[src/rtl/mppc_pkg.sv]
`default_nettype none
package mppc_pkg;

  // Position scale (256 units per degree) as a shift
  localparam int unsigned POS_SHIFT = 8;
  localparam logic signed [63:0] POS_SCALE = 64'sd256;

  // Command codes carried in tuser
  localparam logic [1:0] ACT_TICK = 2'd0;
  localparam logic [1:0] ACT_ABS  = 2'd1;
  localparam logic [1:0] ACT_REL  = 2'd2;
  localparam logic [1:0] ACT_OFF  = 2'd3;

  // Register indexes
  localparam logic [1:0] REG_ACCEL = 2'd0;
  localparam logic [1:0] REG_SPEED = 2'd1;

  localparam logic [15:0] ACCEL_RST = 16'd64;
  localparam logic [15:0] SPEED_RST = 16'd1024;
  localparam logic [6:0]  PLIM_RST  = 7'd100;

  typedef enum logic [19:0] {
    ST_IDLE = 20'h00001,
    ST_T0   = 20'h00002,
    ST_T1   = 20'h00004,
    ST_T2   = 20'h00008,
    ST_A2   = 20'h00010,
    ST_A3   = 20'h00020,
    ST_A4   = 20'h00040,
    ST_A5   = 20'h00080,
    ST_A6   = 20'h00100,
    ST_P2   = 20'h00200,
    ST_P3   = 20'h00400,
    ST_P4   = 20'h00800,
    ST_P5   = 20'h01000,
    ST_Q1   = 20'h02000,
    ST_F1   = 20'h04000,
    ST_F2   = 20'h08000,
    ST_MUL  = 20'h10000,
    ST_DIV  = 20'h20000,
    ST_FIX  = 20'h40000,
    ST_RPT  = 20'h80000
  } state_t;

  // Request to the shared multiply/divide unit
  typedef struct packed {
    logic              go;
    logic              mul;
    logic signed [63:0] a;
    logic signed [63:0] b;
    state_t            ret;
  } op_req_t;

  function automatic logic signed [31:0] sat32(input logic signed [63:0] v);
    logic signed [31:0] r;
    if (v > 64'sd2147483647) begin
      r = 32'sh7fffffff;
    end else if (v < -64'sd2147483648) begin
      r = 32'sh80000000;
    end else begin
      r = v[31:0];
    end
    return r;
  endfunction

endpackage
`default_nettype wire

[src/rtl/motor_position_profile_controller.sv]
`default_nettype none
// Trapezoidal position profile controller. Each request is a command: control tick
// (tuser 0, carries the measured tacho count), absolute move (1), relative move (2)
// or switch off (3). Every request yields exactly one status word. Moves, switch off
// and ticks while disabled go from idle straight to the report state, which raises
// the status word. A tick while enabled runs a sequencer around one shared
// bit-serial multiply/divide unit. Each operation consists of an issue, 64 steps and
// a sign fix-up. A tick needs 2 to 7 operations: the fewest when settling near the
// target, more at full power or when braking a reverse motion, and the most when
// decelerating toward the target.
// A new request is taken only once the previous status word has been taken.
// Divisions truncate toward zero; stored 32 bit state saturates. Limit registers are
// to be written through the cfg port while idle (not enforced); zero writes store 1.
module motor_position_profile_controller (
  input  wire logic        clk,
  input  wire logic        rst,
  input  wire logic        s_axis_tvalid,
  output logic             s_axis_tready,
  // [23:0] position, [31:24] power, [55:32] measured_count
  input  wire logic [55:0] s_axis_tdata,
  // [1:0] action
  input  wire logic [1:0]  s_axis_tuser,
  output logic             m_axis_tvalid,
  input  wire logic        m_axis_tready,
  // [7:0] drive_power, [8] power_changed, [9] brake, [10] moving, [11] enabled
  output logic [15:0]      m_axis_tdata,
  input  wire logic        cfg_valid,
  output logic             cfg_ready,
  input  wire logic [1:0]  cfg_addr,
  input  wire logic [15:0] cfg_data
);
  import mppc_pkg::*;

  // architectural state
  logic [15:0]        accel_lim, speed_lim;
  logic signed [31:0] tgt, pos_est, vel, acc, err;
  logic               heading_up, ctrl_on, move_act;
  logic signed [7:0]  last_drive, drive_prev;
  logic [6:0]         plim;

  // sequencer and work registers
  state_t             state;
  logic signed [23:0] meas;
  logic               rev;
  logic signed [63:0] w_ax, w_d, w_v, w_p, w_e, w_a, w_k, w_num, w_step, res;

  // shared unit
  logic [63:0] ua, ub, uacc;
  logic        umul, usign;
  logic [5:0]  ucnt;
  state_t      uret;

  logic [15:0] out_word;
  logic        out_valid;

  // input fields
  logic signed [23:0] in_pos;
  logic signed [7:0]  in_pwr;
  logic signed [31:0] in_pos_s;
  logic               accept;

  assign in_pos   = s_axis_tdata[23:0];
  assign in_pwr   = s_axis_tdata[31:24];
  assign in_pos_s = 32'(in_pos) <<< POS_SHIFT;
  assign s_axis_tready = (state == ST_IDLE) && !out_valid;
  assign accept   = s_axis_tvalid && s_axis_tready;
  assign m_axis_tvalid = out_valid;
  assign m_axis_tdata  = out_word;
  assign cfg_ready = 1'b1;

  // widened operands
  logic signed [63:0] am, vm, ph, ax_c, ex_c, d_c, a_half, stop_c, pe_c;
  logic signed [63:0] a_lo, a_hi, a_a5, tgt_rel;
  logic signed [31:0] tgt_new;
  logic               near_c, done_c;

  always_comb begin
    am     = signed'({48'd0, accel_lim});
    vm     = signed'({48'd0, speed_lim});
    ph     = signed'({57'd0, plim});
    ax_c   = 64'(meas) <<< POS_SHIFT;
    ex_c   = ax_c - 64'(pos_est);
    near_c = (ex_c > -POS_SCALE) && (ex_c < POS_SCALE);
    d_c    = 64'(tgt) - w_ax;
    done_c = heading_up ? (d_c < POS_SCALE) : (d_c > -POS_SCALE);
    a_half = (w_a + signed'({63'd0, w_a[63]})) >>> 1;
    stop_c = w_v + (am >>> 1) + res;
    pe_c   = w_p + w_e;
    // braking while moving backward: a = min(-v, am)
    a_lo   = (-w_v > am) ? am : -w_v;
    // settling: a = clamp(-v, +-am)
    a_hi   = (-w_v < -am) ? -am : ((-w_v > am) ? am : -w_v);
    // deceleration: a = max(-v*v/2d, -v, -am)
    a_a5   = -res;
    if (a_a5 < -w_v) a_a5 = -w_v;
    if (a_a5 < -am)  a_a5 = -am;
    tgt_rel = 64'(tgt) + 64'(in_pos_s);
    tgt_new = (s_axis_tuser == ACT_ABS) ? in_pos_s : sat32(tgt_rel);
  end

  // operation requests per sequencer step
  op_req_t req;
  always_comb begin
    req = '0;
    req.ret = ST_IDLE;
    case (state)
      ST_T2: begin
        req.go = 1'b1;
        req.mul = 1'b1;
        if (w_d >= POS_SCALE && w_v >= 0) begin
          req.a = w_v; req.b = w_v; req.ret = ST_A2;
        end else if (w_d >= POS_SCALE) begin
          req.a = ph; req.b = a_lo; req.ret = ST_P2;
        end else begin
          req.a = ph; req.b = a_hi; req.ret = ST_Q1;
        end
      end
      ST_A2: begin
        req.go = 1'b1; req.a = res; req.b = am <<< 1; req.ret = ST_A3;
      end
      ST_A3: begin
        req.go = 1'b1;
        if (w_d >= stop_c) begin
          req.mul = 1'b1; req.a = am; req.b = vm - w_v; req.ret = ST_A4;
        end else begin
          req.a = w_num; req.b = w_d <<< 1; req.ret = ST_A5;
        end
      end
      ST_A4: begin
        req.go = 1'b1; req.a = res; req.b = vm; req.ret = ST_A6;
      end
      ST_A5: begin
        req.go = 1'b1; req.mul = 1'b1; req.a = ph; req.b = a_a5; req.ret = ST_P2;
      end
      ST_P2: begin
        req.go = 1'b1; req.mul = 1'b1; req.a = res; req.b = w_k; req.ret = ST_P3;
      end
      ST_P3: begin
        req.go = 1'b1; req.mul = 1'b1; req.a = am; req.b = vm; req.ret = ST_P4;
      end
      ST_P4: begin
        req.go = 1'b1; req.a = w_num; req.b = res; req.ret = ST_P5;
      end
      ST_Q1: begin
        req.go = 1'b1; req.a = res; req.b = am; req.ret = ST_P5;
      end
      default: ;
    endcase
  end

  // divide step
  logic [64:0] rsh;
  logic        rge;
  logic [63:0] uval;
  assign rsh  = {uacc, ua[63]};
  assign rge  = rsh >= {1'b0, ub};
  assign uval = umul ? uacc : ua;

  always_ff @(posedge clk) begin
    if (rst) begin
      accel_lim  <= ACCEL_RST;
      speed_lim  <= SPEED_RST;
      tgt        <= '0;
      pos_est    <= '0;
      vel        <= '0;
      acc        <= '0;
      err        <= '0;
      heading_up <= 1'b0;
      ctrl_on    <= 1'b0;
      move_act   <= 1'b0;
      last_drive <= '0;
      plim       <= PLIM_RST;
      state      <= ST_IDLE;
      out_valid  <= 1'b0;
    end else begin
      if (cfg_valid) begin
        if (cfg_addr == REG_ACCEL) accel_lim <= (cfg_data == 16'd0) ? 16'd1 : cfg_data;
        if (cfg_addr == REG_SPEED) speed_lim <= (cfg_data == 16'd0) ? 16'd1 : cfg_data;
      end
      if (out_valid && m_axis_tready) out_valid <= 1'b0;

      if (req.go) begin
        ua    <= req.a[63] ? 64'(-req.a) : 64'(req.a);
        ub    <= req.b[63] ? 64'(-req.b) : 64'(req.b);
        uacc  <= '0;
        usign <= req.a[63] ^ req.b[63];
        umul  <= req.mul;
        ucnt  <= 6'd63;
        uret  <= req.ret;
        state <= req.mul ? ST_MUL : ST_DIV;
      end

      unique case (state)
        ST_IDLE: begin
          if (accept) begin
            drive_prev <= last_drive;
            meas       <= s_axis_tdata[55:32];
            state      <= ST_RPT;
            unique case (s_axis_tuser) inside
              ACT_ABS, ACT_REL: begin
                if (in_pwr > 0) plim <= in_pwr[6:0];
                if (in_pwr > 0 || s_axis_tuser == ACT_REL) begin
                  tgt        <= tgt_new;
                  heading_up <= tgt_new > pos_est;
                  ctrl_on    <= 1'b1;
                  move_act   <= 1'b1;
                end
              end
              ACT_OFF: begin
                if (ctrl_on) begin
                  move_act   <= 1'b0;
                  last_drive <= '0;
                  ctrl_on    <= 1'b0;
                  vel        <= '0;
                  acc        <= '0;
                end
              end
              ACT_TICK: begin
                if (ctrl_on) state <= ST_T0;
              end
              default: ;
            endcase
          end
        end
        ST_T0: begin
          // small tacho error: trust the estimate
          w_ax  <= near_c ? 64'(pos_est) : ax_c;
          w_e   <= (!near_c && move_act) ? 64'(err) - ex_c : 64'sd0;
          state <= ST_T1;
        end
        ST_T1: begin
          if (done_c) move_act <= 1'b0;
          rev   <= d_c < 0;
          w_d   <= (d_c < 0) ? -d_c : d_c;
          w_v   <= (d_c < 0) ? -64'(vel) : 64'(vel);
          w_p   <= (d_c < 0) ? -64'(last_drive) : 64'(last_drive);
          w_e   <= done_c ? 64'sd0 : ((d_c < 0) ? -w_e : w_e);
          state <= ST_T2;
        end
        ST_T2: begin
          // far: cruise or brake; near: settle
          if (w_d >= POS_SCALE && w_v < 0) begin
            w_a <= a_lo;
            w_k <= vm + w_v;
          end else if (w_d < POS_SCALE) begin
            w_a <= a_hi;
          end
        end
        ST_A2: w_num <= res;
        ST_A3: begin
          if (w_d >= stop_c) begin
            w_p <= ph;
            w_e <= '0;
          end
        end
        ST_A4: ;
        ST_A5: begin
          w_a <= a_a5;
          w_k <= vm - w_v;
        end
        ST_A6: begin
          w_a   <= res;
          state <= ST_F1;
        end
        ST_P2: ;
        ST_P3: w_num <= res;
        ST_P4: ;
        ST_Q1: ;
        ST_P5: begin
          w_p   <= res;
          state <= ST_F1;
        end
        ST_F1: begin
          w_step <= w_v + a_half;
          w_v    <= w_v + w_a;
          if (pe_c > ph) begin
            w_p <= ph;
            w_e <= '0;
          end else if (pe_c < -ph) begin
            w_p <= -ph;
            w_e <= '0;
          end else begin
            w_p <= pe_c;
          end
          state <= ST_F2;
        end
        ST_F2: begin
          last_drive <= rev ? 8'(-w_p) : 8'(w_p);
          pos_est    <= sat32(w_ax + (rev ? -w_step : w_step));
          vel        <= sat32(rev ? -w_v : w_v);
          acc        <= sat32(rev ? -w_a : w_a);
          err        <= sat32(rev ? -w_e : w_e);
          state      <= ST_RPT;
        end
        ST_MUL: begin
          if (ub[0]) uacc <= uacc + ua;
          ua   <= ua << 1;
          ub   <= ub >> 1;
          ucnt <= ucnt - 6'd1;
          if (ucnt == 6'd0) state <= ST_FIX;
        end
        ST_DIV: begin
          uacc <= rge ? 64'(rsh - {1'b0, ub}) : rsh[63:0];
          ua   <= {ua[62:0], rge};
          ucnt <= ucnt - 6'd1;
          if (ucnt == 6'd0) state <= ST_FIX;
        end
        ST_FIX: begin
          res   <= usign ? -signed'(uval) : signed'(uval);
          state <= uret;
        end
        ST_RPT: begin
          out_word  <= {4'd0, ctrl_on, move_act, last_drive == 8'sd0,
                        last_drive != drive_prev, last_drive};
          out_valid <= 1'b1;
          state     <= ST_IDLE;
        end
        default: state <= ST_IDLE;
      endcase
    end
  end

endmodule
`default_nettype wire

[config.mk]
export PLATFORM = sky130hd
export DESIGN_NAME = motor_position_profile_controller
export DESIGN_NICKNAME = d
export VERILOG_FILES = /design/src/rtl/mppc_pkg.sv /design/src/rtl/motor_position_profile_controller.sv
export SDC_FILE = /design/constraint.sdc
export NUM_CORES = 2
export LEC_CHECK = 0
export BUFFER_PORTS_ARGS = -buffer_cell sky130_fd_sc_hd__buf_2
export CAP_MARGIN = 20
export CORE_MARGIN = 2
export CORE_UTILIZATION = 30
export CTS_CLUSTER_DIAMETER = 50
export CTS_CLUSTER_SIZE = 16
export DETAILED_ROUTE_END_ITERATION = 10
export PLACE_DENSITY = 0.54
export SLEW_MARGIN = 20
export SYNTH_ARGS = -nofsm -noshare
export SYNTH_HDL_FRONTEND = slang
export SYNTH_SLANG_ARGS = --single-unit
[constraint.sdc]
create_clock -name clk -period 13.9 [get_ports clk]
set_input_delay 2.78 -clock clk [delete_from_list [all_inputs] [get_ports clk]]
set_output_delay 2.78 -clock clk [all_outputs]
set_load 0.02 [all_outputs]
# [Word-level counts from Yosys, hierarchy flattened]
# Cells that the tools add are included.
[word_totals] regBits=1104 out_inout_bits=19 wordCells=273
[classes] add_sub_neg=29 order_cmp=27 eq_ne=38 n_mux=85 bitwise_logic=2 n_reduce_logical=56
[op_table] cell="two-way mux 64 bit" n=32
[op_table] cell="one-hot mux 148 bit (9 select lines)" n=1
[op_table] cell="negator 64 bit" n=8
[op_table] cell="one-hot mux 64 bit (2 select lines)" n=4
[op_table] cell="one-hot mux 64 bit (4 select lines)" n=2
[op_table] cell="two-way mux 32 bit" n=12
[op_table] cell="adder 64 bit" n=5
[op_table] cell="two-way mux 148 bit" n=2
[op_table] cell="< comparator 64 bit" n=4
[op_table] cell="greater-than comparator 64 x 32 -> 1 bit, second input constant" n=3
[op_table] cell="< comparator 64 x 32 -> 1 bit, second input constant" n=3
[op_table] cell="one-hot mux 64 bit (3 select lines)" n=1
[op_table] cell="one-hot mux 20 bit (9 select lines)" n=1
[op_table] cell="< comparator 64 x 1 -> 1 bit, second input constant" n=2
[op_table] cell="< comparator 64 x 10 -> 1 bit, second input constant" n=2
[op_table] cell="two-way mux 20 bit" n=5
[op_table] cell="two-way mux 84 bit" n=1
[op_table] cell=">= comparator 65 x 64 -> 1 bit" n=1
[op_table] cell="adder 17 x 64 -> 64 bit" n=1
[op_table] cell="adder 64 x 16 -> 64 bit" n=1
[op_table] cell="adder 64 x 2 -> 64 bit" n=1
[op_table] cell="adder 64 x 63 -> 64 bit" n=1
[op_table] cell=">= comparator 64 x 1 -> 1 bit, second input constant" n=1
[op_table] cell=">= comparator 64 x 10 -> 1 bit, second input constant" n=1
[op_table] cell="78 further kinds" n=142

# [Logic depth before layout (Yosys ltp)]
[depth] word_depth=11 depth_mapped=56 ltp_nobuf=49

# [Least setup slack after synthesis]
# OpenSTA, ideal clock, no wires.
[synth_path] path_type="reg2reg" from="register w_v[2]" to="register w_p[0] (enable)" setup_time_ns=0.581 arrival_ns=12.439 required_ns=13.319 path_slack_ns=0.880 path_stages_with_launch=39 n_path_buf=1 path_cell_list="edfxtp_1 fa_1 ha_1 a21o_1 a21oi_1 o21bai_1 a21boi_0 a21o_1 o21a_1 a211oi_1 o41ai_1 o21ai_0 a21o_1 a221o_1 a41oi_1 nor2_1 or3_1 a31oi_1 (+3 left out) a21o_1 a21o_1 a21oi_1 xor2_1 ha_1 nand3_1 nor3_1 nand3_1 nor3_1 nand3_1 nor3_1 a2111oi_0 o211ai_1 a21oi_1 mux2i_1 and2_1 clkbuf_1 a211oi_1"
[synth_between] elab_chain_len=5
[synth_rtl] item="from (decl)" line_no="motor_position_profile_controller.sv:45" rtl="logic signed [63:0] w_ax, w_d, w_v, w_p, w_e, w_a, w_k, w_num, w_step, res;"
[synth_rtl] item="from (signal assigned)" line_no="motor_position_profile_controller.sv:235" rtl="w_v <= (d_c < 0) ? -64'(vel) : 64'(vel);"
[synth_rtl] item="from (signal assigned)" line_no="motor_position_profile_controller.sv:275" rtl="w_v <= w_v + w_a;"
[synth_rtl] item="adder 64 x 16 -> 64 bit" line_no="motor_position_profile_controller.sv:87" rtl="stop_c = w_v + (am >>> 1) + res;"
[synth_rtl] item="adder 64 bit" line_no="motor_position_profile_controller.sv:87"
[synth_rtl] item=">= comparator 64 bit" line_no="motor_position_profile_controller.sv:251" rtl="if (w_d >= stop_c) begin"
[synth_rtl] item="inequality test 2 bit (no line)"
[synth_rtl] item="AND reduction 3 bit (no line)"
[synth_rtl] item="to (signal assigned)" line_no="motor_position_profile_controller.sv:252" rtl="w_p <= ph;"
[synth_rtl] item="to (signal assigned)" line_no="motor_position_profile_controller.sv:270" rtl="w_p <= res;"
[synth_rtl] item="to (signal assigned)" line_no="motor_position_profile_controller.sv:277" rtl="w_p <= ph;"
[synth_rtl] item="to (decl)" line_no="motor_position_profile_controller.sv:45"
# Every way passes these cells.
# A chain may end at the register's enable or synchronous reset.

# [Final worst setup path]
[layout_path] from="register w_v[1]" to="register ub[61] (data pin)"
[layout_between] elab_chain_len=11 elab_cells_between_ends=23 cone_classes="5 x add/sub; 6 x order compare; 11 x mux; 1 x reduce/logical"
[layout_rtl] item="branches (longest 6 deep; another with negator 64 bit)"
[layout_rtl] item="one-hot mux 148 bit (9 select lines) (*)" line_no="motor_position_profile_controller.sv:106" rtl="case (state)"
[layout_rtl] item="negator 64 bit" line_no="motor_position_profile_controller.sv:184" rtl="ub <= req.b[63] ? 64'(-req.b) : 64'(req.b);"
[layout_rtl] item="two-way mux 64 bit (*)" line_no="motor_position_profile_controller.sv:184"
[layout_rtl] item="two-way mux 64 bit (*)" line_no="motor_position_profile_controller.sv:182" rtl="if (req.go) begin"
[layout_rtl] item="two-way mux 63 bit (*)" line_no="motor_position_profile_controller.sv:193" rtl="unique case (state)"
[layout_rtl] item="to (signal assigned)" line_no="motor_position_profile_controller.sv:184"
[layout_rtl] item="to (signal assigned)" line_no="motor_position_profile_controller.sv:298" rtl="ub <= ub >> 1;"
[layout_rtl] item="to (decl)" line_no="motor_position_profile_controller.sv:48" rtl="logic [63:0] ua, ub, uacc;"
# Mark *: on every way between the ends. The select of a mux whose other input is x is not followed.

==> results.py <==
metrics = {
    "pwr": {
        "p_sw_mw": 2.74,
        "seqPwrFrac": 0.377,
        "power.share.combinational": 0.116,
        "p_leak_nw": 48.3,
        "total_power_mw": 9.34,
        "swShare": 0.293,
        "vdd_drop_max_v": 0.0000823,
        "p_per_area_nw_per_um2": 78.7,
        "power.internal_mw": 6.60,
        "clkPwrFrac": 0.507,
    },
    "cells_and_area": {
        "layout_common_cells": "nand2_1, ha_1, a21oi_1, o21ai_0, nor2_1",
        "layout.nets": 13600,
        "layout_commonest_cell": "nand2_1",
        "area_growth_pct": 14.9,
        "final_core_util": 0.346,
        "drive_gt1_frac": 0.106,
    },
    "timing": {
        "slew_headroom": 0.179,
        "min_period_ns": 13.60,
        "max_freq_mhz": 73.5,
        "grt_setup_unrepaired": "false",
        "slew_violations": 0,
        "fin_skew_ns": 0.0806,
        "hold_viol_final": 0,
        "setup_tns_ns": 0,
        "worst_hold_slack_ns": 0.433,
        "finalSetupViolations": 0,
        "worstMarginPinSlew_ns": 1.23,
        "post-route-period-util": 0.979,
    },
    "drt": {
        "ant_nets": 0,
        "finalWirelength_um": 491000,
        "drt-pass1-iter-count": 10,
        "vias_per_cell": 5.85,
        "vias": 100000,
        "drtIter0Drc": 12400,
        "drc": 0,
        "wl_per_cell_um": 28.6,
    },
    "floorplanning": {
        "fp-row-count": 215,
        "start_util": 0.301,
        "die_x_um": 591,
        "die_area_um2": 349000,
        "die_h_um": 591,
        "io_pins": 100,
        "core_um2": 343000,
    },
    "place": {
        "port_buffers": 94,
        "gp_congestion": 1.05,
        "place_hpwl_um": 391000,
    },
    "critical_path": {
        "path_common_cell": "buf_4",
        "crit_slowest_cell": "or4_1",
        "reg2reg_slack_ns": 0.30,
        "path_class": "reg -> reg",
        "cp_max_fo": 17,
        "worstPathArrival_ns": 14.22,
        "cp-start-kind": "register",
        "cp.required_ns": 14.51,
        "critical_path.endpoint_type": "register",
        "crit_path_max_incr_delay_ns": 0.68,
    },
    "clocking": {
        "cts_hold_buf": 0,
        "cts_root_buf": "clkbuf_16",
        "clk_latency_ns": 0.91,
        "clk_path_buf_depth": 4,
        "cts_buffers": 178,
        "htree_levels": 4,
        "path_clk_slew_ns": 0.07,
        "cts_sinks": 1063,
        "cts_tree": "yes",
    },
    "synthesis": {
        "synthFlopType": "edfxtp_1",
        "ys_ff_latch": 1063,
        "syn_avg_cell_area_um2": 8.49,
        "netlist_area_um2": 103000,
        "synth_edf_count": 864,
        "ys_async_sr_fraction": 0,
        "synth-seq-area-share": 0.290,
        "synth_warnings": 0,
        "synth_cells": 12200,
        "yosysUniqueCellTypes": 119,
    },
    "worst_hold_path": {
        "hold_path.class": "reg -> reg",
    },
    "global_routing": {
        "grt_overflow": 0,
        "grt_pass1_wl_um": 693000,
        "grt_pass1_vias": 94400,
        "antenna_found_initial": 44,
        "grt_use_total": 0.271,
        "grt_max_degree": 135,
    },
    "status": {
        "status": "finished, final reports clean",
    },
    "job": {
        "cap_violations": 0,
    },
}
## worst paths after layout
kind,endpoint,from,cells past startpoint
min reg2reg,state[7],uret[7],1
max reg2reg,ub[61],w_v[1],43
max,ub[61],w_v[1],43
min,state[7],uret[7],1
## worst max-delay path, delay by kind of cell (launching register included)
kind	cells	cell delay [ns]
fa+ha+maj	3	0.97
simple gates	16	5.42
flops	1	0.49
mux	2	0.70
xor+xnor	3	1.07
compound gates	11	2.87
buf+inv	8	1.78
## power by group through the flow
stage	Sequential (mW)	Combinational (mW)	Clock (mW)
2_1_floorplan	3.55	0.689	0
3_3_place_gp	3.58	1.06	0
3_5_place_dp	3.58	1.05	0
4_1_cts	3.52	1.06	4.79
5_1_grt	3.52	1.18	4.91
6_report	3.52	1.09	4.74
## kinds of logic after synthesis
| logic type | synth area share |
|---|---|
| DFF | 0.290 |
| AOI/OAI and AO/OA | 0.226 |
| and+or+nand+nor | 0.180 |
| muxes | 0.0244 |
| other | 0.0000727 |
| xor gates and xnor gates | 0.108 |
| adders and majority gates | 0.131 |
| buffers and inverters | 0.0413 |
## Yosys cell counts (all sizes together), types with 37 or more instances
master,n,area share
xnor2,793,0.067
a211oi,88,0.0064
o21a,112,0.0081
nor2,900,0.033
a22oi,141,0.010
o21bai,113,0.0082
o22ai,53,0.0032
or3,143,0.0088
a222oi,106,0.010
a21oi,963,0.047
o211a,44,0.0043
o41ai,37,0.0033
mux2i,138,0.013
ha,1035,0.13
or4,72,0.0053
nand4,183,0.011
mux2,101,0.011
nand2,1042,0.038
o21ai,954,0.046
a21o,402,0.029
buf,84,0.0037
edfxtp,864,0.25
inv,534,0.019
and3,114,0.0069
a221oi,66,0.0058
nor3,299,0.015
or2,69,0.0042
clkbuf,498,0.018
nand3,290,0.014
dfxtp,199,0.039
nor2b,136,0.0082
o31ai,102,0.0076
nand2b,136,0.0082
and2,74,0.0045
a31oi,109,0.0067
nand3b,37,0.0027
nor4,175,0.011
o211ai,38,0.0028
xor2,474,0.040
## sequential cells by signal (all words and copies together) (netlist names), 64 cells and up
name / cells
w_num: 64
ua: 64
w_e: 64
ub: 64
w_a: 64
res: 64
uacc: 64
w_p: 64
w_v: 64
w_d: 64
w_k: 64
w_step: 64
## through the flow
stage	setup WS, ns	cells	cell area (um^2)
after detailed placement	0.0775	16800	112000
final	0.296	17200	119000
after global placement	0.221	16800	112000
after global routing	0.0478	17200	119000
after floorplan	0.880	12200	103000
after CTS	0.153	17200	119000
## layer usage
layer  part of all wire  GRT usage
met4              0.050      0.118
met1               0.44      0.378
met5            0.00017          0
met3              0.093     0.0577
met2               0.41      0.401
## final cells by class
cell class / instances / area, um^2
Antenna cell: 13 / 32.5
Timing Repair Buffer: 694 / 5120
Clock inverter: 132 / 1510
Fill cell: 35700 / 224000
Inverter: 538 / 2020
Multi-Input combinational cell: 9988 / 69700
Clock buffer: 196 / 4730
Tap cell: 4557 / 5700
Sequential cell: 1063 / 29900
## timing repair
action / 4_1_cts / 5_1_grt
buffers inserted: 0 / 9
endpoints found under the hold margin: 0 / 0
setup endpoints to repair: 1 / 62
resized for setup: 1 / 5
pin swaps: 0 / 1
(Power assumes the default switching activity.)
